[src/design/uvtw_pkg.sv]
// Shared types, codes and helper functions for the UTF-8 tail-window validator.
package uvtw_pkg;

	localparam int unsigned MAX_BYTES_DEF      = 4096;
	localparam int unsigned MAX_CHARS_KEPT_DEF = 64;
	localparam int unsigned LIMIT_W            = 7;
	localparam int unsigned SCALAR_W           = 21;
	localparam logic [LIMIT_W-1:0] LIMIT_RESET = 7'd64;

	typedef enum logic [1:0] {
		ST_VALID     = 2'd0,
		ST_MALFORMED = 2'd1,
		ST_TOO_LONG  = 2'd2
	} status_t;

	// Minimum scalar class of the sequence in flight
	typedef enum logic [1:0] {
		CLS_NONE = 2'd0,
		CLS_2B   = 2'd1,
		CLS_3B   = 2'd2,
		CLS_4B   = 2'd3
	} cls_t;

	function automatic logic [SCALAR_W-1:0] class_min(input cls_t cls);
		logic [SCALAR_W-1:0] m;
		unique case (cls)
			CLS_2B:   m = 21'h00080;
			CLS_3B:   m = 21'h00800;
			CLS_4B:   m = 21'h10000;
			default:  m = 21'h00000;
		endcase
		return m;
	endfunction

	function automatic int unsigned addr_bits(input int unsigned depth);
		return (depth > 1) ? $clog2(depth) : 1;
	endfunction

endpackage

[src/design/uvtw_ram.sv]
// Simple dual-port RAM: one write port, one registered read port with enable.
module uvtw_ram #(
	parameter int unsigned WIDTH = 12,
	parameter int unsigned DEPTH = 64,
	localparam int unsigned AW   = uvtw_pkg::addr_bits(DEPTH)
) (
	input  logic             clk,
	input  logic             we,
	input  logic [AW-1:0]    waddr,
	input  logic [WIDTH-1:0] wdata,
	input  logic             re,
	input  logic [AW-1:0]    raddr,
	output logic [WIDTH-1:0] rdata
);

	logic [WIDTH-1:0] mem [DEPTH];

	always_ff @(posedge clk) begin
		if (we) begin
			mem[waddr] <= wdata;
		end
	end

	// hold read data until the next enabled read
	always_ff @(posedge clk) begin
		if (re) begin
			rdata <= mem[raddr];
		end
	end

endmodule

[src/design/utf8_validate_tail_window_top.sv]
// Top level: strict UTF-8 checker that reports the start of the last N characters.
// A text-ending word passes from the input register into the result register, which shows it.
// Throughput: one word per cycle; only a result that is stalled on the output blocks input.
// Byte checking, counting and the start-offset ring write all happen in one stage.
// Reset (arst_n low, asynchronous): text state cleared, char_limit = 64, pipeline empty.
// The start-offset ring is not cleared; only entries written in the current text are read.
module utf8_validate_tail_window_top #(
	parameter int unsigned MAX_BYTES      = uvtw_pkg::MAX_BYTES_DEF,
	parameter int unsigned MAX_CHARS_KEPT = uvtw_pkg::MAX_CHARS_KEPT_DEF,
	localparam int unsigned POS_W         = $clog2(MAX_BYTES + 1),
	localparam int unsigned KEPT_W        = $clog2(MAX_CHARS_KEPT + 1)
) (
	input  logic                            clk,
	input  logic                            arst_n,
	// configuration
	input  logic                            cfg_we,
	input  logic [uvtw_pkg::LIMIT_W-1:0]    cfg_wdata,
	// input word channel
	input  logic                            in_valid,
	output logic                            in_stall,
	input  logic [7:0]                      data_byte,
	input  logic                            is_last,
	input  logic                            is_empty,
	// result word channel
	output logic                            out_valid,
	input  logic                            out_stall,
	output uvtw_pkg::status_t               status,
	output logic [POS_W-1:0]                keep_from,
	output logic [POS_W-1:0]                total_bytes,
	output logic [KEPT_W-1:0]               chars_kept
);

	localparam int unsigned IDX_W   = uvtw_pkg::addr_bits(MAX_CHARS_KEPT);
	localparam int unsigned RING_W  = $clog2(MAX_BYTES);
	localparam int unsigned LIM_CW  = (KEPT_W > uvtw_pkg::LIMIT_W) ? KEPT_W : uvtw_pkg::LIMIT_W;
	localparam int unsigned CNT_CW  = (POS_W > KEPT_W) ? POS_W : KEPT_W;
	localparam int unsigned DIFF_W  = KEPT_W + 1;
	localparam int unsigned SW      = uvtw_pkg::SCALAR_W;

	// ------------------------------------------------------------------
	// Configuration register
	// ------------------------------------------------------------------
	logic [uvtw_pkg::LIMIT_W-1:0] char_limit_q;

	always_ff @(posedge clk or negedge arst_n) begin
		if (!arst_n) begin
			char_limit_q <= uvtw_pkg::LIMIT_RESET;
		end else if (cfg_we) begin
			char_limit_q <= cfg_wdata;
		end
	end

	// Saturate the limit at the ring depth
	logic [KEPT_W-1:0] limit;
	always_comb begin
		if (LIM_CW'(char_limit_q) > LIM_CW'(MAX_CHARS_KEPT)) begin
			limit = KEPT_W'(MAX_CHARS_KEPT);
		end else begin
			limit = KEPT_W'(char_limit_q);
		end
	end

	// ------------------------------------------------------------------
	// Stage 1: input register
	// ------------------------------------------------------------------
	logic       valid_s1;
	logic [7:0] data_byte_s1;
	logic       is_last_s1;
	logic       is_empty_s1;

	logic valid_s2;
	logic s2_free;
	logic ends_s1;
	logic go_s1;
	logic in_acc;

	// A word that ends a text needs the result slot; all others move on freely.
	assign s2_free  = !valid_s2 || !out_stall;
	assign ends_s1  = is_last_s1 || is_empty_s1;
	assign go_s1    = valid_s1 && (!ends_s1 || s2_free);
	assign in_stall = valid_s1 && !go_s1;
	assign in_acc   = in_valid && !in_stall;

	always_ff @(posedge clk or negedge arst_n) begin
		if (!arst_n) begin
			valid_s1 <= 1'b0;
		end else if (in_acc) begin
			valid_s1 <= 1'b1;
		end else if (go_s1) begin
			valid_s1 <= 1'b0;
		end
	end

	always_ff @(posedge clk) begin
		if (in_acc) begin
			data_byte_s1 <= data_byte;
			is_last_s1   <= is_last;
			is_empty_s1  <= is_empty;
		end
	end

	// ------------------------------------------------------------------
	// Text state
	// ------------------------------------------------------------------
	logic [1:0]        pend_q,  pend_n;
	logic [SW-1:0]     acc_q,   acc_n;
	uvtw_pkg::cls_t    cls_q,   cls_n;
	uvtw_pkg::status_t err_q,   err_n;
	logic [POS_W-1:0]  pos_q,   pos_n;
	logic [POS_W-1:0]  cnt_q,   cnt_n;
	logic [IDX_W-1:0]  wptr_q,  wptr_n;
	logic              ring_wr;

	// Check one byte against strict UTF-8 and advance the counters.
	always_comb begin
		pend_n  = pend_q;
		acc_n   = acc_q;
		cls_n   = cls_q;
		err_n   = err_q;
		pos_n   = pos_q;
		cnt_n   = cnt_q;
		wptr_n  = wptr_q;
		ring_wr = 1'b0;
		if (!is_empty_s1) begin
			if (err_q != uvtw_pkg::ST_VALID) begin
				// error seen: only count the byte, saturating
				if (pos_q < POS_W'(MAX_BYTES)) begin
					pos_n = pos_q + POS_W'(1);
				end
			end else if (pos_q >= POS_W'(MAX_BYTES)) begin
				err_n = uvtw_pkg::ST_TOO_LONG;
			end else begin
				pos_n = pos_q + POS_W'(1);
				if (pend_q == 2'd0) begin
					// new character: record its start offset
					ring_wr = 1'b1;
					cnt_n   = cnt_q + POS_W'(1);
					if (wptr_q == IDX_W'(MAX_CHARS_KEPT - 1)) begin
						wptr_n = '0;
					end else begin
						wptr_n = wptr_q + IDX_W'(1);
					end
					priority if (data_byte_s1 <= 8'h7f) begin
						acc_n = SW'(data_byte_s1);
						cls_n = uvtw_pkg::CLS_NONE;
					end else if (data_byte_s1 >= 8'hc2 && data_byte_s1 <= 8'hdf) begin
						acc_n  = SW'(data_byte_s1[4:0]);
						cls_n  = uvtw_pkg::CLS_2B;
						pend_n = 2'd1;
					end else if (data_byte_s1 >= 8'he0 && data_byte_s1 <= 8'hef) begin
						acc_n  = SW'(data_byte_s1[3:0]);
						cls_n  = uvtw_pkg::CLS_3B;
						pend_n = 2'd2;
					end else if (data_byte_s1 >= 8'hf0 && data_byte_s1 <= 8'hf4) begin
						acc_n  = SW'(data_byte_s1[2:0]);
						cls_n  = uvtw_pkg::CLS_4B;
						pend_n = 2'd3;
					end else begin
						err_n = uvtw_pkg::ST_MALFORMED;
					end
				end else begin
					if (data_byte_s1[7:6] != 2'b10) begin
						err_n = uvtw_pkg::ST_MALFORMED;
					end else begin
						acc_n  = {acc_q[SW-7:0], data_byte_s1[5:0]};
						pend_n = pend_q - 2'd1;
						// sequence complete: reject overlong, surrogate, out of range
						if (pend_q == 2'd1) begin
							if (acc_n < uvtw_pkg::class_min(cls_q) ||
							    (acc_n >= 21'h00d800 && acc_n <= 21'h00dfff) ||
							    acc_n > 21'h10ffff) begin
								err_n = uvtw_pkg::ST_MALFORMED;
							end
						end
					end
				end
			end
		end
	end

	// Advance text state; a text-ending word clears it for the next text.
	always_ff @(posedge clk or negedge arst_n) begin
		if (!arst_n) begin
			pend_q <= '0;
			acc_q  <= '0;
			cls_q  <= uvtw_pkg::CLS_NONE;
			err_q  <= uvtw_pkg::ST_VALID;
			pos_q  <= '0;
			cnt_q  <= '0;
			wptr_q <= '0;
		end else if (go_s1) begin
			if (ends_s1) begin
				pend_q <= '0;
				acc_q  <= '0;
				cls_q  <= uvtw_pkg::CLS_NONE;
				err_q  <= uvtw_pkg::ST_VALID;
				pos_q  <= '0;
				cnt_q  <= '0;
				wptr_q <= '0;
			end else begin
				pend_q <= pend_n;
				acc_q  <= acc_n;
				cls_q  <= cls_n;
				err_q  <= err_n;
				pos_q  <= pos_n;
				cnt_q  <= cnt_n;
				wptr_q <= wptr_n;
			end
		end
	end

	// ------------------------------------------------------------------
	// End-of-text result
	// ------------------------------------------------------------------
	uvtw_pkg::status_t  fin_status;
	logic [KEPT_W-1:0]  fin_kept;
	logic [POS_W-1:0]   fin_keep;
	logic               fin_ring;
	logic [DIFF_W-1:0]  diff;
	logic [IDX_W-1:0]   raddr;
	logic               ram_we;
	logic               ram_re;
	logic [RING_W-1:0]  ram_wdata;
	logic [RING_W-1:0]  ram_rdata;

	assign ram_we    = go_s1 && ring_wr;
	assign ram_re    = go_s1 && ends_s1;
	assign ram_wdata = RING_W'(pos_q);

	// Ring slot of the first kept character: (write pointer - limit) mod depth
	always_comb begin
		diff = DIFF_W'(wptr_n) - DIFF_W'(limit);
		if (diff[DIFF_W-1]) begin
			diff = diff + DIFF_W'(MAX_CHARS_KEPT);
		end
		raddr = IDX_W'(diff);
	end

	always_comb begin
		fin_status = err_n;
		if (err_n == uvtw_pkg::ST_VALID && pend_n != 2'd0) begin
			// sequence cut off at the end of the text
			fin_status = uvtw_pkg::ST_MALFORMED;
		end
		fin_kept = '0;
		fin_keep = '0;
		fin_ring = 1'b0;
		if (fin_status == uvtw_pkg::ST_VALID) begin
			priority if (limit == '0) begin
				fin_keep = pos_n;
			end else if (CNT_CW'(cnt_n) > CNT_CW'(limit)) begin
				fin_kept = limit;
				if (ram_we && raddr == wptr_q) begin
					// slot is being written by this very byte: forward it
					fin_keep = pos_q;
				end else begin
					fin_ring = 1'b1;
				end
			end else begin
				fin_kept = KEPT_W'(cnt_n);
			end
		end
	end

	uvtw_ram #(
		.WIDTH (RING_W),
		.DEPTH (MAX_CHARS_KEPT)
	) u_ring (
		.clk   (clk),
		.we    (ram_we),
		.waddr (wptr_q),
		.wdata (ram_wdata),
		.re    (ram_re),
		.raddr (raddr),
		.rdata (ram_rdata)
	);

	// ------------------------------------------------------------------
	// Stage 2: result register
	// ------------------------------------------------------------------
	uvtw_pkg::status_t status_s2;
	logic [POS_W-1:0]  keep_s2;
	logic [POS_W-1:0]  total_s2;
	logic [KEPT_W-1:0] kept_s2;
	logic              ring_s2;

	always_ff @(posedge clk or negedge arst_n) begin
		if (!arst_n) begin
			valid_s2 <= 1'b0;
		end else if (ram_re) begin
			valid_s2 <= 1'b1;
		end else if (!out_stall) begin
			valid_s2 <= 1'b0;
		end
	end

	// hold the result while the output is stalled
	always_ff @(posedge clk) begin
		if (ram_re) begin
			status_s2 <= fin_status;
			keep_s2   <= fin_keep;
			total_s2  <= pos_n;
			kept_s2   <= fin_kept;
			ring_s2   <= fin_ring;
		end
	end

	assign out_valid   = valid_s2;
	assign status      = status_s2;
	assign keep_from   = ring_s2 ? POS_W'(ram_rdata) : keep_s2;
	assign total_bytes = total_s2;
	assign chars_kept  = kept_s2;

endmodule

[config.mk]
export PLATFORM = sky130hd
export DESIGN_NAME = utf8_validate_tail_window_top
export DESIGN_NICKNAME = d
export VERILOG_FILES = /design/src/design/uvtw_pkg.sv /design/src/design/uvtw_ram.sv /design/src/design/utf8_validate_tail_window_top.sv
export SDC_FILE = /design/constraint.sdc
export NUM_CORES = 1
export LEC_CHECK = 0
export BUFFER_PORTS_ARGS = -buffer_cell sky130_fd_sc_hd__buf_4
export CAP_MARGIN = 10
export CORE_MARGIN = 4
export CORE_UTILIZATION = 56
export DETAILED_ROUTE_END_ITERATION = 16
export PLACE_DENSITY = 0.85
export SYNTH_ARGS = -nofsm -noshare
export SYNTH_HDL_FRONTEND = slang
export SYNTH_SLANG_ARGS = --single-unit
[constraint.sdc]
create_clock -name clk -period 4.05 [get_ports clk]
set_clock_uncertainty 0.15 [all_clocks]
set_input_delay 0.2025 -clock clk [delete_from_list [all_inputs] [get_ports clk]]
set_output_delay 0.2025 -clock clk [all_outputs]
set_load 0.01 [all_outputs]
== Yosys cells after proc, flatten, opt, wreduce, memory -nomap -nowiden ==
Memory sizes are Yosys's and may differ from the RTL's. A register that Yosys moved wholly into a read port is not among the register bits.
Index checks and enable logic that the tools add are counted.

* $add $sub $neg: 6
* Order comparisons: 15
* Bitwise operators: 2
* Reductions and logical operators: 34
* Mux-type cells: 83
* Equality and inequality tests: 13

{| class="wikitable"
|+ Operators by type and width
! cell !! count
|-
| 13-bit two-way mux || 14
|-
| 15-bit two-way mux || 10
|-
| 21-bit two-way mux || 6
|-
| 2-bit two-way mux || 32
|-
| 17-bit one-hot mux with 3 select lines || 1
|-
| 6-bit two-way mux || 7
|-
| 13-bit by 1-bit adder with 13-bit output, second input constant || 2
|-
| 8-bit greater-or-equal comparator, second input constant || 3
|-
| 8-bit less-or-equal comparator, second input constant || 3
|-
| 21-bit by 16-bit greater-or-equal comparator with 1-bit output, second input constant || 1
|-
| 21-bit > comparator, second input constant || 1
|-
| 21-bit by 16-bit less-or-equal comparator with 1-bit output, second input constant || 1
|-
| 21-bit < comparator || 1
|-
| 7-bit two-way mux || 2
|-
| 13-bit greater-or-equal comparator, second input constant || 1
|-
| 13-bit by 7-bit > comparator with 1-bit output || 1
|-
| 13-bit < comparator, second input constant || 1
|-
| 6-bit by 1-bit adder with 6-bit output, second input constant || 2
|-
| 6-bit AND reduction || 2
|-
| 1-bit logical AND || 11
|-
| 1-bit two-way mux || 11
|-
| 8-bit by 7-bit less-or-equal comparator with 1-bit output, second input constant || 1
|-
| 2-bit nonzero test || 4
|-
| 6-bit by 7-bit subtractor with 8-bit output || 1
|-
| 18 further kinds || 34
|}

* Bits in writable memories: 768
* Memories: 1
* Input bits: 22
* Register bits after elaboration: 108
* Logic and storage cells: 172

{| class="wikitable"
|+ Memories
! memory !! depth !! bits a word !! read ports !! clocked after Yosys merged registers in !! wr ports !! line !! RTL
|-
| u_ring.mem || 64 || 12 || 1 || 1 || 1 || uvtw_ram.sv:16 || <nowiki>logic [WIDTH-1:0] mem [DEPTH];</nowiki>
|}

== Longest topological paths before layout ==
Gate-level depths: netlist (run 1).

* Depth after elaboration: 24
* Gate-level depth with buffers: 16
* Gate-level depth less buffers: 15

== By module ==
From an unflattened synthesis (run 1), not the netlist that was laid out.

* Cells, all modules: 1924
* Area, all modules: 35932.0 um^2

{| class="wikitable"
|+ By module, submodules not included
! module !! instances !! cells an instance !! area each (um^2)
|-
| uvtw_ram || 1 || 1339 || 29973.7
|-
| utf8_validate_tail_window_top || 1 || 585 || 5958.2
|}

== Worst setup path after synthesis (run 1) ==
OpenSTA, ideal clock, no wires.

* Kind: flip-flop to flip-flop
* Start: register err_q[1]
* End: register u_ring.rdata[10], read port of u_ring.mem (data pin)
* Setup slack: -0.450 ns
* Required time: 3.628 ns
* Arrival time: 4.078 ns
* Buffers on the path: 4
* Stages on the path, launching flop included: 13
* Cells stage by stage: dfrtp_1 buf_2 nor4_4 and2_1 clkbuf_1 nand2_1 xnor2_1 ha_1 xnor2_1 buf_2 clkbuf_1 mux4_2 mux4_2

* Longest elaborated chain between the ends: 6

{| class="wikitable"
|+ RTL lines
! item !! line !! RTL
|-
| from (decl) || utf8_validate_tail_window_top.sv:108 || <nowiki>uvtw_pkg::status_t err_q, err_n;</nowiki>
|-
| from (signal assigned) || utf8_validate_tail_window_top.sv:187 || <nowiki>err_q <= uvtw_pkg::ST_VALID;</nowiki>
|-
| from (signal assigned) || utf8_validate_tail_window_top.sv:196 || <nowiki>err_q <= uvtw_pkg::ST_VALID;</nowiki>
|-
| from (signal assigned) || utf8_validate_tail_window_top.sv:204 || <nowiki>err_q <= err_n;</nowiki>
|-
| 2-bit nonzero test (*) || utf8_validate_tail_window_top.sv:125 || <nowiki>if (err_q != uvtw_pkg::ST_VALID) begin</nowiki>
|-
| 6-bit two-way mux (*) || utf8_validate_tail_window_top.sv:125 ||
|-
| 6-bit two-way mux (*) || utf8_validate_tail_window_top.sv:124 || <nowiki>if (!is_empty_s1) begin</nowiki>
|-
| 6-bit by 7-bit subtractor with 8-bit output (*) || utf8_validate_tail_window_top.sv:232 || <nowiki>diff = DIFF_W'(wptr_n) - DIFF_W'(limit);</nowiki>
|-
| 6-bit by 1-bit adder with 6-bit output || utf8_validate_tail_window_top.sv:234 || <nowiki>diff = diff + DIFF_W'(MAX_CHARS_KEPT);</nowiki>
|-
| 6-bit two-way mux (*) || utf8_validate_tail_window_top.sv:233 || <nowiki>if (diff[DIFF_W-1]) begin</nowiki>
|-
| to (decl) || uvtw_ram.sv:13 || <nowiki>output logic [WIDTH-1:0] rdata</nowiki>
|}

Every way passes the cells marked *; elsewhere a longest branch is shown, timed or not.
A chain may end at the register's enable or synchronous reset.

== Final worst setup path (run 1) ==
* Start: register pend_q[0]
* End: register u_ring.rdata[6], read port of u_ring.mem (data pin)

* Longest elaborated chain between the ends: 8

{| class="wikitable"
|+ RTL lines
! item !! line !! RTL
|-
| from (decl) || utf8_validate_tail_window_top.sv:105 || <nowiki>logic [1:0] pend_q, pend_n;</nowiki>
|-
| from (signal assigned) || utf8_validate_tail_window_top.sv:201 || <nowiki>pend_q <= pend_n;</nowiki>
|-
| 2-bit zero test (*) || utf8_validate_tail_window_top.sv:134 || <nowiki>if (pend_q == 2'd0) begin</nowiki>
|-
| 6-bit two-way mux (*) || utf8_validate_tail_window_top.sv:134 ||
|-
| 6-bit two-way mux (*) || utf8_validate_tail_window_top.sv:130 || <nowiki>end else if (pos_q >= POS_W'(MAX_BYTES)) begin</nowiki>
|-
| 6-bit two-way mux (*) || utf8_validate_tail_window_top.sv:125 ||
|-
| 6-bit two-way mux (*) || utf8_validate_tail_window_top.sv:124 ||
|-
| 6-bit by 7-bit subtractor with 8-bit output (*) || utf8_validate_tail_window_top.sv:232 ||
|-
| 6-bit by 1-bit adder with 6-bit output || utf8_validate_tail_window_top.sv:234 ||
|-
| 6-bit two-way mux (*) || utf8_validate_tail_window_top.sv:233 ||
|}

Marked as above.

==> metrics.md, run 1 <==
| Metric | Value |
|---|---|
| Area growth, synth to finish | `18.4%` |
| Dpl cells | `2768` |
| Worst r2r src | `pend_q[0]` |
| I/O Buffers | `58` |
| Vias per cell | `6.92` |
| Status | `complete, but fails checks` |
| Crit end category | `register` |
| Failing checks | `setup timing` |
| Slew margin rel. | `0.238` |
| Dpl ws | `-0.467 ns` |
| Unrepaired setup endpoints after global routing | `yes` |
| Worst path cell trace | `inv_1, ha_1, buf_6, and2_4, nand2_1, nand2_2, fa_4, buf_6, buf_12, buf_6, mux4_2, mux4_2, mux4_2` |
| First-pass GRT wire length | `142000 um` |
| Crit path arrival time | `4.70 ns` |
| Initial antenna violation count | `3` |
| CP Class | `register to register` |
| Ratio of cells with drive above 1 in the final layout | `0.337` |
| Post-route ant nets | `0` |
| Most frequent cells in the layout | `edfxtp_1 (826), mux4_2 (252), buf_4 (204)` |
| Vias in the first global route | `20600` |
| Worst min path class | `primary input to asynchronous set/reset pin` |
| Starting Density | `0.566` |
| Static Leak | `0.0145 uW` |
| Die height | `261 um` |
| Commonest non-fill, non-tap cell in the layout | `edfxtp_1` |
| Clk root buf | `clkbuf_16` |
| Syn Nets | `1831` |
| Clk sinks | `888` |
| Slew @ Worst Pin | `1.14 ns` |
| Worst-path fanout max | `14` |
| Worst path max stage delay | `0.90 ns` |
| CTS tree | `built` |
| Crit share post-route | `1.11` |
| Critical Path Start | `pend_q[0]` |
| Worst-path clk slew | `0.07 ns` |
| Via count | `20600` |
| Crit path max-delay family | `multiplexers` |
| Clock Tree Buf Depth | `3` |
| DRT iter0 DRCs | `3568` |
| Post-synthesis register bit count | `888` |
| Crit path launch type | `register` |
| Yosys warning total | `0` |
| Remaining global-route overflow | `0` |
| Fill cells | `3712` |
| DP HPWL | `54500 um` |
| Drt drc | `0` |
| Die width | `261 um` |
| H-Tree Depth | `3` |
| Unique cell type count in the Yosys netlist | `70` |
| Maximum number of pins on one net before global-route repair | `72` |
| Finished Layout Cells | `2978` |
| Clk_lat worst skew | `0.65 ns` |
| Final worst setup slack | `-0.425 ns` |
| Top FF cell, synth | `edfxtp_1` |
| Setup violations, final | `19` |
| Ys async rst share | `0.0698` |
| Final nets | `2110` |
| Peak Freq | `0.223 GHz` |
| Max-Cap Viols | `0` |
| Crit-path slowest cell | `fa_4` |
| Placed Instance Area | `0.0385 mm2` |
| Tmin final | `4.48 ns` |
| Mean area per synthesized cell | `20.0 um2` |
| Design Area, Final | `0.0423 mm2` |
| GPL Wtd Cong | `0.883` |
| Worst EP required | `4.28 ns` |
| Max-slew violations | `0` |
| Final Hold Fails | `0` |
| First-pass DRT Iterations | `9` |
| Number of enable flip-flop cells after synthesis | `826` |
| Worst Path Buf+Inv | `5` |
| Part of the Yosys area used for sequential elements | `0.738` |
| DIE AREA | `0.0679 mm2` |
| Multi-input logic area | `0.00915 mm2` |
| Total CTS buffers | `85` |
| IR Drop Worst-Case VDD | `0.000313 V` |
| Std-Cell Rows | `92` |
| WL/cell | `33.9 um` |
| Routed WL | `101000 um` |
| Area of the core | `0.0631 mm2` |
| Global-route usage over all layers | `0.292` |
| Register area | `0.0264 mm2` |
| Mapped Area | `0.0357 mm2` |
| Synthesized instance count | `1787` |
| Ports | `59` |
| Pwr dens | `561 mW/mm2` |
-- power by group --
group	switching [uW]	internal [uW]
Combinational	2760	2800
Clock	3450	4520
Sequential	121	10100
-- kinds of logic after synthesis --
| group | share of synthesized area |
|---|---|
| AND/OR/NAND/NOR | 0.0416 |
| adder cells (fa/ha/maj) | 0.00791 |
| AO/OA/AOI/OAI | 0.0254 |
| buffers and inverters | 0.0129 |
| flip-flops | 0.738 |
| XOR/XNOR | 0.00798 |
| multiplexers | 0.166 |
-- routing by layer --
metal | share of wire | wire (um) | global-route usage | up-vias
met4 | 0.067 | 6710 | 0.148 | 0
met3 | 0.12 | 11600 | 0.0656 | 454
met2 | 0.50 | 50400 | 0.486 | 1828
met1 | 0.32 | 32100 | 0.366 | 10400
met5 | 0 | 0 | 0 | -
li1 | - | - | - | 7893
-- final cells by class --
class | instances | area share
Clock inverter | 49 | 0.0114
Timing Repair Buffer | 287 | 0.0686
Tap cell | 846 | 0.0250
Inverter | 20 | 0.00177
Multi-Input combinational cell | 784 | 0.216
Clock buffer | 102 | 0.0538
Antenna cell | 2 | 0.000118
Sequential cell | 888 | 0.623
-- through the flow --
step	setup TNS, ns	power, uW	util	hold slack, ns
after floorplan	-0.0116	13400	-	-0.243
after global placement	-5.11	14900	0.610	0.175
after detailed placement	-6.06	15000	0.610	0.187
after CTS	-3.14	23400	0.664	0.0536
after global routing	-6.30	24400	0.671	0.111
final	-4.96	23700	0.671	0.0342
-- synth_stat cells (all sizes together) (13+ instances only) --
master  instances  share of area
clkbuf         66         0.0069
nand4          21         0.0037
ha             21         0.0074
dfrtp          61          0.043
xnor2          20         0.0049
edfxtp        826           0.69
nand3          21         0.0031
mux4          252           0.16
mux2           18         0.0057
a21oi          22         0.0031
nor3           13         0.0018
o21ai          59         0.0083
nand2         102          0.011
buf            29         0.0039
inv            20         0.0021
nor2           97          0.010
-- worst paths after layout --
path / end / slack [ns] / cells past startpoint
max: u_ring.rdata[6] / -0.43 / 13
min: acc_q[1] / 0.03 / 2
max reg2reg: u_ring.rdata[6] / -0.43 / 13
min reg2reg: acc_q[11] / 0.33 / 2
max in group asynchronous: pos_q[3] / 3.11 / 2
min in group clk: is_last_s1 / 0.12 / 2
-- registers in the layout, indices dropped and copies added (netlist names) --
register	flops
u_ring.mem	768
pend_q	2
is_last_s1	1
char_limit_q	7
pos_q	13
wptr_q	6
valid_s1	1
out_valid	1
status	2
ring_s2	1
err_q	2
chars_kept	7
cnt_q	13
acc_q	15
u_ring.rdata	12
total_bytes	13
cls_q	2
data_byte_s1	8
keep_s2	13
is_empty_s1	1
-- timing repair --
item	4_1_cts	5_1_grt
setup endpoints to repair	24	32
setup buffers	13	6
resized for setup	34	38
pin swaps	5	14
gates cloned	8	7
endpoints found under the hold margin	81	0
hold buffers	24	0
Power figures use the tool's default switching activity.
==> inputs of run 2 (changes only) <==
--- a/config.mk
+++ b/config.mk
@@ -7,10 +7,12 @@
 export LEC_CHECK = 0
 export BUFFER_PORTS_ARGS = -buffer_cell sky130_fd_sc_hd__buf_4
 export CAP_MARGIN = 10
+export CELL_PAD_IN_SITES_DETAIL_PLACEMENT = 1
+export CELL_PAD_IN_SITES_GLOBAL_PLACEMENT = 2
 export CORE_MARGIN = 4
-export CORE_UTILIZATION = 56
+export CORE_UTILIZATION = 45
 export DETAILED_ROUTE_END_ITERATION = 16
-export PLACE_DENSITY = 0.85
+export PLACE_DENSITY = 0.86
 export SYNTH_ARGS = -nofsm -noshare
 export SYNTH_HDL_FRONTEND = slang
 export SYNTH_SLANG_ARGS = --single-unit
==> run 2 against run 1 <==
  * Clock power grew 1%
  * The flow still finishes with violations (setup timing)
  * Final cell count increased by 7.4%
  * Largest cell class unchanged
  * Sequential share of layout area fell by 0.10 points
  * Non-clock buffer count shrank 1
  * Utilization fell by 13 points
  * Count of clock-buffer cells in the layout unchanged
  * Critical endpoint is now u_ring.rdata[0]
==> metrics.md, run 2 (synthesis results as in run 1) <==
| Metric | Value |
|---|---|
| Crit end category | `register (unchanged)` |
| Post-route ant nets | `0 (unchanged)` |
| Max-Cap Viols | `0 (unchanged)` |
| GRT met1 Usage | `0.299 (was 0.366)` |
| Final worst setup slack | `-0.400 ns (was -0.425 ns)` |
| Finished Layout Cells | `3198 (was 2978)` |
| CP Class | `register to register (unchanged)` |
| Tmin final | `4.45 ns (was 4.48 ns)` |
| Worst-path fanout max | `16 (was 14)` |
| Clk sinks | `888 (unchanged)` |
| Area of the core | `0.0789 mm2 (was 0.0631 mm2)` |
| Total CTS buffers | `91 (was 85)` |
| Vias in the first global route | `20500 (was 20600)` |
| First-pass DRT Iterations | `5 (was 9)` |
| Global-route usage over all layers | `0.235 (was 0.292)` |
| GPL Wtd Cong | `0.814 (was 0.883)` |
| Ratio of cells with drive above 1 in the final layout | `0.335 (was 0.337)` |
| Remaining global-route overflow | `0 (unchanged)` |
| Max-slew violations | `0 (unchanged)` |
| Clock Tree Buf Depth | `3 (unchanged)` |
| IR Drop Worst-Case VDD | `0.000336 V (was 0.000313 V)` |
| Pwr dens | `552 mW/mm2 (was 561 mW/mm2)` |
| Vias per cell | `6.01 (was 6.92)` |
| Top Registers | `u_ring.mem (768), acc_q (15) (unchanged)` |
| Die height | `290 um (was 261 um)` |
| Crit share post-route | `1.10 (was 1.11)` |
| Std-Cell Rows | `103 (was 92)` |
| Final Hold Fails | `0 (unchanged)` |
| Most frequent cells in the layout | `edfxtp_1 (826), mux4_2 (252), buf_4 (220) (was edfxtp_1 (826), mux4_2 (252), buf_4 (204))` |
| Clk root buf | `clkbuf_16 (unchanged)` |
| First-pass GRT wire length | `141000 um (was 142000 um)` |
| Drt drc | `0 (unchanged)` |
| Slew margin rel. | `0.353 (was 0.238)` |
| Peak Freq | `0.225 GHz (was 0.223 GHz)` |
| Crit path arrival time | `4.70 ns (about the same)` |
| Clk_lat worst skew | `0.66 ns (was 0.65 ns)` |
| Maximum number of pins on one net before global-route repair | `72 (unchanged)` |
| CTS tree | `built (unchanged)` |
| Crit path launch type | `register (unchanged)` |
| H-Tree Depth | `3 (unchanged)` |
| DRT iter0 DRCs | `2161 (was 3568)` |
| I/O Buffers | `58 (unchanged)` |
| Worst hold margin | `0.0208 ns (was 0.0342 ns)` |
| Worst EP required | `4.30 ns (was 4.28 ns)` |
| Slew @ Worst Pin | `0.963 ns (was 1.14 ns)` |
| Die width | `290 um (was 261 um)` |
| Met2 usage | `0.395 (was 0.486)` |
| Area growth, synth to finish | `18.6% (was 18.4%)` |
| DIE AREA | `0.0840 mm2 (was 0.0679 mm2)` |
| Dpl ws | `-0.580 ns (was -0.467 ns)` |
| Final nets | `2115 (was 2110)` |
| Starting Density | `0.453 (was 0.566)` |
| Status | `complete, but fails checks (unchanged)` |
| Static Leak | `0.0145 uW (about the same)` |
| Initial antenna violation count | `4 (was 3)` |
| Max reg flops | `768 (unchanged)` |
| Grt peak-use layer | `met2 (unchanged)` |
| Via count | `19200 (was 20600)` |
| Failing checks | `setup timing (unchanged)` |
| Commonest non-fill, non-tap cell in the layout | `edfxtp_1 (unchanged)` |
| Unrepaired setup endpoints after global routing | `yes (unchanged)` |
| Worst min path class | `primary input to asynchronous set/reset pin (unchanged)` |
| WL/cell | `30.5 um (was 33.9 um)` |
| Dpl cells | `2990 (was 2768)` |
| Setup violations, final | `21 (was 19)` |
| Routed WL | `97400 um (was 101000 um)` |
| Power consumption | `23400 uW (was 23700 uW)` |
| Total negative setup slack | `-4.75 ns (was -4.96 ns)` |
| Worst-path clk slew | `0.06 ns (was 0.07 ns)` |
| Ports | `59 (unchanged)` |
| Met3 usage | `0.0541 (was 0.0656)` |
| DP HPWL | `60800 um (was 54500 um)` |
| Biggest register | `u_ring.mem (unchanged)` |
## run 2: changes by cell type in the layout (fill, tap and decap cells not counted), moves of 5 or more
| cell | delta |
|---|---|
| buf_4 | +16 |
| clkinv_2 | +9 |
| clkinv_1 | +8 |
| dlygate4sd3_1 | +5 |
| buf_6 | -8 |
| buf_16 | -8 |
## run 2: layout make-up
type	instances	area (um2)
fillers	7051	36500
flip-flops and latches	888	26400
multi-input cells	784	9110
repair buffers	286	2640
clock buffers	102	2350
well taps	1050	1310
clock inverters	66	523
inverters	20	75.1
diodes	2	5.00
## run 2: repair_timing
item                       in CTS  in global routing
resized for setup              13                 18
hold endpoints to repair       81                  0
cloned                          0                  1
pin swaps                       3                  9
setup endpoints to repair      29                 30
setup buffers                   3                  5
hold buffers                   29                  0
## run 2: path summary, 6_finish.rpt
check | startpoint | cells after the start | slack [ns] | end
setup / recovery | err_q[1] | 11 | -0.40 | u_ring.rdata[0]
hold / removal | arst_n | 2 | 0.02 | acc_q[14]
setup reg to reg | err_q[1] | 11 | -0.40 | u_ring.rdata[0]
hold reg to reg | acc_q[12] | 2 | 0.32 | acc_q[12]
max in group asynchronous | arst_n | 2 | 3.08 | pos_q[5]
min in group clk | data_byte[7] | 2 | 0.12 | data_byte_s1[7]
## run 2: power breakdown
group | switching (uW) | internal [uW]
registers | 122 | 10100
clock network | 3500 | 4570
logic | 2520 | 2560
## run 2: per-layer routing
metal / vias up / wire [um] / part of all wire
met1: 10200 / 36000 / 0.37
met5: - / 68 / 0.00070
met2: 907 / 49800 / 0.51
met4: 4 / 3950 / 0.041
met3: 187 / 7590 / 0.078
li1: 7909 / - / -
## run 2: through the flow
step / cell area, um2 / util
floorplan: 35900 / -
global placement: 39000 / 0.494
detailed placement: 39000 / 0.494
CTS: 42200 / 0.535
global route: 42400 / 0.537
finish: 42400 / 0.537
## run 2: critical path, stage by stage (launching register included)
cell and delay, ns:
dfrtp_1 0.41, nor4_4 0.35, nand2_2 0.15, a21oi_4 0.23
ha_4 0.16, inv_2 0.04, fa_4 0.86, buf_12 0.20
buf_12 0.18, mux4_2 0.32, mux4_2 0.62, mux4_2 0.51
